**config.mk**
```make
export PLATFORM = sky130hd
export DESIGN_NAME = scan_disk_scheduler
export DESIGN_NICKNAME = d
export VERILOG_FILES = /design/src/rtl/sdsch_pkg.sv /design/src/rtl/sdsch_front.sv /design/src/rtl/sdsch_back.sv /design/src/rtl/scan_disk_scheduler.sv
export SDC_FILE = /design/constraint.sdc
export NUM_CORES = 2
export LEC_CHECK = 0
export BUFFER_PORTS_ARGS = -buffer_cell sky130_fd_sc_hd__buf_2
export CORE_MARGIN = 3
export CORE_UTILIZATION = 50
export CTS_CLUSTER_DIAMETER = 50
export DETAILED_ROUTE_END_ITERATION = 10
export HOLD_SLACK_MARGIN = 0.15
export PLACE_DENSITY = 0.74
export REMOVE_ABC_BUFFERS = 1
export SLEW_MARGIN = 20
export SYNTH_ARGS = -nofsm -noshare
export SYNTH_HDL_FRONTEND = slang
export SYNTH_HIERARCHICAL = 1
export SYNTH_SLANG_ARGS = --single-unit
```
**constraint.sdc**
```tcl
create_clock -name i_clk -period 11.8 [get_ports i_clk]
set_input_delay 0 -clock i_clk [delete_from_list [all_inputs] [get_ports i_clk]]
set_output_delay 0 -clock i_clk [all_outputs]
set_load 0.005 [all_outputs]
```
**src/rtl/sdsch_pkg.sv**
```systemverilog
// shared types and constants of the scan disk scheduler
// no dependencies
`timescale 1ns / 1ps

package sdsch_pkg;

    localparam int CYL_W     = 16;
    localparam int MOVE_W    = 22;
    localparam int MAX_REQ   = 32;
    localparam int CNT_W     = $clog2(MAX_REQ + 1);
    localparam int IDX_W     = $clog2(MAX_REQ);
    localparam int Q_DEPTH   = 4;
    localparam int QPTR_W    = $clog2(Q_DEPTH);
    localparam int QCNT_W    = $clog2(Q_DEPTH + 1);
    localparam int CFG_IDX_W = 2;

    localparam logic [CFG_IDX_W-1:0] CFG_START_HEAD = 2'd0;
    localparam logic [CFG_IDX_W-1:0] CFG_SWEEP_UP   = 2'd1;
    localparam logic [CFG_IDX_W-1:0] CFG_TOP_CYL    = 2'd2;

    localparam logic [CYL_W-1:0] START_HEAD_RST = 16'd0;
    localparam logic             SWEEP_UP_RST   = 1'b1;
    localparam logic [CYL_W-1:0] TOP_CYL_RST    = 16'd199;

    typedef struct packed {
        logic [CYL_W-1:0] cyl;
        logic             last;
    } t_req;

    typedef struct packed {
        logic [CYL_W-1:0] start_head;
        logic             sweep_up;
        logic [CYL_W-1:0] top_cyl;
    } t_cfg;

    typedef struct packed {
        logic [CYL_W-1:0]  cyl;
        logic [MOVE_W-1:0] move;
        logic              summary;
    } t_res;

endpackage

```
**src/rtl/sdsch_front.sv**
```systemverilog
// front end: accepts request items into a short queue for the back end
// depends on sdsch_pkg
`timescale 1ns / 1ps

module sdsch_front
    import sdsch_pkg::*;
(
    input  logic i_clk,
    input  logic i_rst_n,
    input  logic i_valid,
    output logic o_stall,
    input  t_req i_req,
    output logic o_q_valid,
    output t_req o_q_req,
    input  logic i_q_pop
);

    t_req              r_mem [Q_DEPTH];
    logic [QPTR_W-1:0] r_wr;
    logic [QPTR_W-1:0] r_rd;
    logic [QCNT_W-1:0] r_cnt;
    logic [QCNT_W-1:0] n_cnt;
    logic              push;
    logic              pop;

    assign o_stall   = (r_cnt == QCNT_W'(Q_DEPTH));
    assign o_q_valid = (r_cnt != '0);
    assign o_q_req   = r_mem[r_rd];
    assign push      = i_valid && !o_stall;
    assign pop       = i_q_pop && o_q_valid;

    always_comb begin
        n_cnt = r_cnt;
        if (push && !pop) begin
            n_cnt = r_cnt + QCNT_W'(1);
        end else if (pop && !push) begin
            n_cnt = r_cnt - QCNT_W'(1);
        end
    end

    always_ff @(posedge i_clk) begin
        if (!i_rst_n) begin
            r_wr  <= '0;
            r_rd  <= '0;
            r_cnt <= '0;
        end else begin
            r_cnt <= n_cnt;
            if (push) begin
                r_wr <= r_wr + QPTR_W'(1);
            end
            if (pop) begin
                r_rd <= r_rd + QPTR_W'(1);
            end
        end
    end

    always_ff @(posedge i_clk) begin
        if (push) begin
            r_mem[r_wr] <= i_req;
        end
    end

endmodule

```
**src/rtl/sdsch_back.sv**
```systemverilog
// back end: sorted request row, split scan and scan-order service sequencer
// depends on sdsch_pkg
`timescale 1ns / 1ps

module sdsch_back
    import sdsch_pkg::*;
(
    input  logic i_clk,
    input  logic i_rst_n,
    input  t_cfg i_cfg,
    input  logic i_q_valid,
    input  t_req i_q_req,
    output logic o_q_pop,
    output logic o_res_valid,
    output t_res o_res,
    input  logic i_res_stall
);

    localparam logic [2:0] S_LOAD   = 3'd0;
    localparam logic [2:0] S_SPLIT  = 3'd1;
    localparam logic [2:0] S_UP     = 3'd2;
    localparam logic [2:0] S_DN     = 3'd3;
    localparam logic [2:0] S_TRAVEL = 3'd4;
    localparam logic [2:0] S_SUM    = 3'd5;

    logic [CYL_W-1:0]  r_store [MAX_REQ];
    logic [CYL_W-1:0]  ins_val [MAX_REQ];
    logic [MAX_REQ-1:0] gt;
    logic              ins_en;

    logic [2:0]        r_state, n_state;
    logic [CNT_W-1:0]  r_count, n_count;
    logic [CNT_W-1:0]  r_ptr, n_ptr;
    logic [CNT_W-1:0]  r_split, n_split;
    logic [CYL_W-1:0]  r_head, n_head;
    logic [MOVE_W-1:0] r_move, n_move;
    logic              r_phase, n_phase;
    logic              r_ovalid, n_ovalid;
    t_res              r_res, n_res;

    logic [CNT_W-1:0]  rd_ptr;
    logic [CYL_W-1:0]  rd_val;
    logic [CYL_W-1:0]  target;
    logic [CYL_W-1:0]  gap;
    logic [MOVE_W:0]   sum;
    logic [MOVE_W-1:0] new_move;
    logic              adv;

    // insert into the sorted row
    always_comb begin
        for (int i = 0; i < MAX_REQ; i++) begin
            gt[i] = (CNT_W'(i) < r_count) && (r_store[i] > i_q_req.cyl);
        end
        ins_val[0] = (gt[0] || r_count == '0) ? i_q_req.cyl : r_store[0];
        for (int i = 1; i < MAX_REQ; i++) begin
            if (gt[i-1]) begin
                ins_val[i] = r_store[i-1];
            end else if (gt[i] || CNT_W'(i) == r_count) begin
                ins_val[i] = i_q_req.cyl;
            end else begin
                ins_val[i] = r_store[i];
            end
        end
    end

    assign ins_en = (r_state == S_LOAD) && i_q_valid && (r_count < CNT_W'(MAX_REQ));

    always_ff @(posedge i_clk) begin
        if (ins_en) begin
            for (int i = 0; i < MAX_REQ; i++) begin
                r_store[i] <= ins_val[i];
            end
        end
    end

    // one read port, one move step
    assign rd_ptr   = (r_state == S_DN) ? r_ptr - CNT_W'(1) : r_ptr;
    assign rd_val   = r_store[rd_ptr[IDX_W-1:0]];
    assign target   = (r_state == S_TRAVEL) ? (i_cfg.sweep_up ? i_cfg.top_cyl : '0) : rd_val;
    assign gap      = (target > r_head) ? target - r_head : r_head - target;
    assign sum      = {1'b0, MOVE_W'(gap)} + {1'b0, r_move};
    assign new_move = sum[MOVE_W] ? '1 : sum[MOVE_W-1:0];
    assign adv      = !r_ovalid || !i_res_stall;

    always_comb begin
        n_state  = r_state;
        n_count  = r_count;
        n_ptr    = r_ptr;
        n_split  = r_split;
        n_head   = r_head;
        n_move   = r_move;
        n_phase  = r_phase;
        n_ovalid = r_ovalid && i_res_stall;
        n_res    = r_res;
        o_q_pop  = 1'b0;
        unique case (r_state)
            S_LOAD: begin
                if (i_q_valid) begin
                    o_q_pop = 1'b1;
                    if (r_count < CNT_W'(MAX_REQ)) begin
                        n_count = r_count + CNT_W'(1);
                    end
                    if (i_q_req.last) begin
                        n_ptr   = '0;
                        n_state = S_SPLIT;
                    end
                end
            end
            S_SPLIT: begin
                if (r_ptr < r_count && rd_val < i_cfg.start_head) begin
                    n_ptr = r_ptr + CNT_W'(1);
                end else begin
                    n_split = r_ptr;
                    n_head  = i_cfg.start_head;
                    n_move  = '0;
                    n_phase = 1'b0;
                    n_state = i_cfg.sweep_up ? S_UP : S_DN;
                end
            end
            S_UP, S_DN: begin
                if ((r_state == S_UP) ? (r_ptr < r_count) : (r_ptr != '0)) begin
                    if (adv) begin
                        n_head      = rd_val;
                        n_move      = new_move;
                        n_ovalid    = 1'b1;
                        n_res.cyl     = rd_val;
                        n_res.move    = new_move;
                        n_res.summary = 1'b0;
                        n_ptr = (r_state == S_UP) ? r_ptr + CNT_W'(1) : r_ptr - CNT_W'(1);
                    end
                end else begin
                    n_state = r_phase ? S_SUM : S_TRAVEL;
                end
            end
            S_TRAVEL: begin
                n_head  = target;
                n_move  = new_move;
                n_phase = 1'b1;
                n_ptr   = r_split;
                n_state = i_cfg.sweep_up ? S_DN : S_UP;
            end
            S_SUM: begin
                if (adv) begin
                    n_ovalid      = 1'b1;
                    n_res.cyl     = '0;
                    n_res.move    = r_move;
                    n_res.summary = 1'b1;
                    n_count       = '0;
                    n_state       = S_LOAD;
                end
            end
            default: begin
                n_state = S_LOAD;
            end
        endcase
    end

    always_ff @(posedge i_clk) begin
        if (!i_rst_n) begin
            r_state  <= S_LOAD;
            r_count  <= '0;
            r_ptr    <= '0;
            r_split  <= '0;
            r_head   <= '0;
            r_move   <= '0;
            r_phase  <= 1'b0;
            r_ovalid <= 1'b0;
        end else begin
            r_state  <= n_state;
            r_count  <= n_count;
            r_ptr    <= n_ptr;
            r_split  <= n_split;
            r_head   <= n_head;
            r_move   <= n_move;
            r_phase  <= n_phase;
            r_ovalid <= n_ovalid;
        end
    end

    always_ff @(posedge i_clk) begin
        r_res <= n_res;
    end

    assign o_res_valid = r_ovalid;
    assign o_res       = r_res;

endmodule

```
**src/rtl/scan_disk_scheduler.sv**
```systemverilog
// top level of the scan (elevator) disk scheduler: config registers, front and back
// depends on sdsch_pkg, sdsch_front, sdsch_back
//
// channel   direction  handshake                 payload
// request   in         i_valid / o_stall         i_request_cylinder, i_last_request
// result    out        o_valid / i_stall         o_served_cylinder, o_movement_so_far,
//                                                o_is_summary, o_last_result
// config    in         i_cfg_valid / o_cfg_ready i_cfg_index, i_cfg_data
//
// a request item is taken while the four-entry queue has room
// the summary of a batch of n stored requests follows its last item through the queue,
// a split scan up to the split (one entry per cycle), n serve steps on the single row
// read port, two sweep ends, one travel step and the summary
// reset is synchronous; no clearing pass, the row is read only where written
// a stalled result holds the sequencer; the queue keeps taking items meanwhile
`timescale 1ns / 1ps

module scan_disk_scheduler
    import sdsch_pkg::*;
(
    input  logic                 i_clk,
    input  logic                 i_rst_n,
    input  logic                 i_valid,
    output logic                 o_stall,
    input  logic [CYL_W-1:0]     i_request_cylinder,
    input  logic                 i_last_request,
    output logic                 o_valid,
    input  logic                 i_stall,
    output logic [CYL_W-1:0]     o_served_cylinder,
    output logic [MOVE_W-1:0]    o_movement_so_far,
    output logic                 o_is_summary,
    output logic                 o_last_result,
    input  logic                 i_cfg_valid,
    output logic                 o_cfg_ready,
    input  logic [CFG_IDX_W-1:0] i_cfg_index,
    input  logic [CYL_W-1:0]     i_cfg_data
);

    t_cfg r_cfg;
    t_req in_req;
    t_req q_req;
    t_res res;
    logic q_valid;
    logic q_pop;

    assign o_cfg_ready = 1'b1;

    always_ff @(posedge i_clk) begin
        if (!i_rst_n) begin
            r_cfg.start_head <= START_HEAD_RST;
            r_cfg.sweep_up   <= SWEEP_UP_RST;
            r_cfg.top_cyl    <= TOP_CYL_RST;
        end else if (i_cfg_valid && o_cfg_ready) begin
            unique case (i_cfg_index)
                CFG_START_HEAD: r_cfg.start_head <= i_cfg_data;
                CFG_SWEEP_UP:   r_cfg.sweep_up   <= i_cfg_data[0];
                CFG_TOP_CYL:    r_cfg.top_cyl    <= i_cfg_data;
                default: begin
                end
            endcase
        end
    end

    assign in_req.cyl  = i_request_cylinder;
    assign in_req.last = i_last_request;

    sdsch_front u_front (
        .i_clk     (i_clk),
        .i_rst_n   (i_rst_n),
        .i_valid   (i_valid),
        .o_stall   (o_stall),
        .i_req     (in_req),
        .o_q_valid (q_valid),
        .o_q_req   (q_req),
        .i_q_pop   (q_pop)
    );

    sdsch_back u_back (
        .i_clk       (i_clk),
        .i_rst_n     (i_rst_n),
        .i_cfg       (r_cfg),
        .i_q_valid   (q_valid),
        .i_q_req     (q_req),
        .o_q_pop     (q_pop),
        .o_res_valid (o_valid),
        .o_res       (res),
        .i_res_stall (i_stall)
    );

    assign o_served_cylinder = res.cyl;
    assign o_movement_so_far = res.move;
    assign o_is_summary      = res.summary;
    assign o_last_result     = res.summary;

endmodule

```
==> metrics.txt <==
Post-synth EDFFs 619; DR vias/cell between 6 and 7; post-CTS sizing 0; most frequent cells in the layout edfxtp_1, ha_1, mux2_2, nand2_1, o21ai_0; chip width 320.1 µm; CP peak stage delay approximately 0.95 ns; DP HPWL roughly 110000 µm; Ys Warns 6; TritonCTS clock tree built; # setup viols final 0; CTS clk-pin slew, worst paths approximately 0.060 ns; initial core utilization 0.5072; commonest non-fill, non-tap cell in the layout edfxtp_1; Die Ht between 300 and 400 µm; grt met3 use 0.08361; CP Class flip-flop to flip-flop; antenna violations before repair 6; RSZ-0062 raised after global routing no; Post-CTS Setup Inserts 0; minimum clock period between 10 and 15 ns; Die ar. 102500 µm²; Sw Ratio 0.4340; status finished clean; Final #Nets about 5000; Synth Register Bits 722; Rows ~110; Hold/Removal Path Class input port to flip-flop; Vias slightly below 40000; first-pass GRT wire length around 240000 µm; worst setup margin between 1 and 1.5 ns; grt met2 use 0.4741; Non-Filler Instances between 5000 and 6000; Clk Latency, worst-skew pair ~0.69 ns; CTS Buf Count 96; internal power consumption about 8.4 mW; clk sinks approximately 720; Req. time, crit path between 10 and 15 ns; Congestion Overflow GR 0; Psw around 6.4 mW; Mapped Cells approximately 4200; Pre-antenna DRT Iters 9; largest net degree at the start of global routing 74; CP endpoint kind flip-flop; sequential area share after synthesis 0.4185; fraction of layout cells with a size suffix above 1 0.2263; post-DR wirelength/cell around 28 µm; CTS H-tree lvls 3; Final Hold Viols 0; final setup skew between 0.03 and 0.04 ns; most used routing layer met2; most common flop cell mapped by yosys edfxtp_1; drt total wl 162200 µm; Synth cell types 95; Post-Syn Area per Cell 11.76 µm²; reg-to-reg setup timing slack between 1 and 1.5 ns; f_max about 94 MHz; leakage 21.53 nW; Max Slew Vio Count 0; Top Ports between 80 and 90; Iter 0 DRT Violations around 4800; DRT antenna net count 0; Final period util 0.9022; dpl cells 5439; maximum fanout along the worst path 25; most frequent CP cell nand2_1; GRT Overall Usage 0.3104; max-cap viol count 0; sequential share of power 0.237; FFs w/ async S/R, synth 0; vias in the first global route 38107; Fin Hold WS 0.1898 ns; deepest clock path buffer count 3; combinational power share 0.564; Worst slew margin 0.2215; Placeable Area roughly 97000 µm²; Root Driver clkbuf_16; PD cells between 200 and 300 nW/µm²; Worst Path Arrival between 10 and 15 ns; final core occ 0.5695; Place WS 1.423 ns; PortBufs 81; Max VDD drop approximately 0.25 mV; Clock Power Share 0.199; Area Overhead vs Synth 12.28%; worst-margin pin slew between 1 and 1.5 ns; DRC viols 0; Final Wtd Congestion 1.033; CP max stage cell mux2i_4; M1 GR Usage 0.4019; Mapped Area roughly 50000 µm²; CP Launch Type flip-flop
==> registers in the layout (all words and copies together), names as in the netlist, named ones only <==
signal              count
u_back/o_res           39
u_front/r_rd            2
u_back/r_head          16
u_back/o_res_valid      1
u_front/r_mem          68
u_back/r_state          3
r_cfg                  33
u_back/r_move          22
u_back/r_count          6
u_back/r_phase          1
u_back/r_store        512
u_back/r_split          6
u_back/r_ptr            6
u_front/r_wr            2
u_front/r_cnt           3
==> metrics by stage <==
step	TNS (ns)	cell area (µm²)	power, mW
after floorplan	-87.19	48280	9.189
after global placement	0	51250	11.44
after detailed placement	0	51250	11.64
after CTS	0	55300	14.66
after global routing	0	55380	15.71
final	0	55400	14.84
==> cells in the mapped netlist, types with 34 or more instances <==
library cell / instances / area [µm²]
edfxtp_1: 619 / 18590
ha_1: 576 / 7207
mux2_2: 426 / 4797
nand2_1: 239 / 897.1
o21ai_0: 220 / 1101
a21oi_1: 183 / 915.9
nor2_1: 175 / 656.9
a21o_1: 165 / 1239
inv_1: 143 / 536.8
clkbuf_1: 142 / 533.0
mux4_2: 135 / 3040
dfxtp_1: 103 / 2062
nand4_1: 100 / 625.6
nand3_1: 78 / 390.4
o21a_1: 76 / 570.6
a211oi_1: 74 / 555.5
mux2i_1: 65 / 650.6
nor3_1: 65 / 325.3
nor2b_1: 54 / 337.8
a31oi_1: 46 / 287.8
nand2b_1: 35 / 219.0
nor4_1: 34 / 212.7
==> worst paths after layout <==
path         cells after the start               end         startpoint
max                             28  u_back/o_res[22]  u_back/r_state[0]
min                              4          r_cfg[4]      i_cfg_data[4]
max reg2reg                     28  u_back/o_res[22]  u_back/r_state[0]
min reg2reg                      2         r_cfg[26]          r_cfg[26]
==> routing by layer <==
metal / up-vias / wire length (µm)
met5: - / 14
met4: 2 / 10540
met3: 530 / 19020
met2: 2520 / 70830
met1: 19015 / 61790
li1: 16741 / -
==> worst max-delay path: cells and delay by family (launching register included) <==
kind | cells | cell delay [ns]
flip-flops | 1 | 0.79
adder cells (fa/ha/maj) | 2 | 0.64
XOR/XNOR | 1 | 0.14
AND/OR/NAND/NOR | 14 | 3.97
buffers and inverters | 2 | 0.58
AO/OA/AOI/OAI | 5 | 2.04
multiplexers | 4 | 2.17
==> power by group through the flow <==
stage / logic (mW) / registers (mW) / clock network [mW]
after floorplan: 5.68 / 3.51 / 0
after global placement: 7.89 / 3.56 / 0
after detailed placement: 8.08 / 3.56 / 0
after CTS: 8.16 / 3.51 / 2.99
after global routing: 9.08 / 3.53 / 3.10
final: 8.37 / 3.52 / 2.95
==> area by class of cell <==
type / instances / area [µm²]
fill: 7922 / 41880
antenna: 7 / 17.52
inverter: 160 / 600.6
multi-input combinational: 3094 / 27240
sequential: 722 / 20650
clock inverter: 70 / 735.7
tap: 1276 / 1597
timing repair buffer: 269 / 2057
clock buffer: 109 / 2502
==> logic make-up (layout without fill, tap and decap cells) <==
kind of cell | Yosys count | in the layout | share of synthesized area
xor+xnor | 33 | 33 | 0.006238
other cells | 1 | 8 | 0.00007600
flops | 722 | 722 | 0.4185
mux | 631 | 631 | 0.1743
fa+ha+maj | 580 | 580 | 0.1477
buf+inv | 380 | 608 | 0.03365
compound gates | 974 | 974 | 0.1313
simple gates | 875 | 875 | 0.08825
==> what timing repair did <==
action,in CTS,in global routing
endpoints found under the setup margin,0,0
endpoints found under the hold margin,164,0
hold buffers,81,0
(Power assumes the default switching activity.)
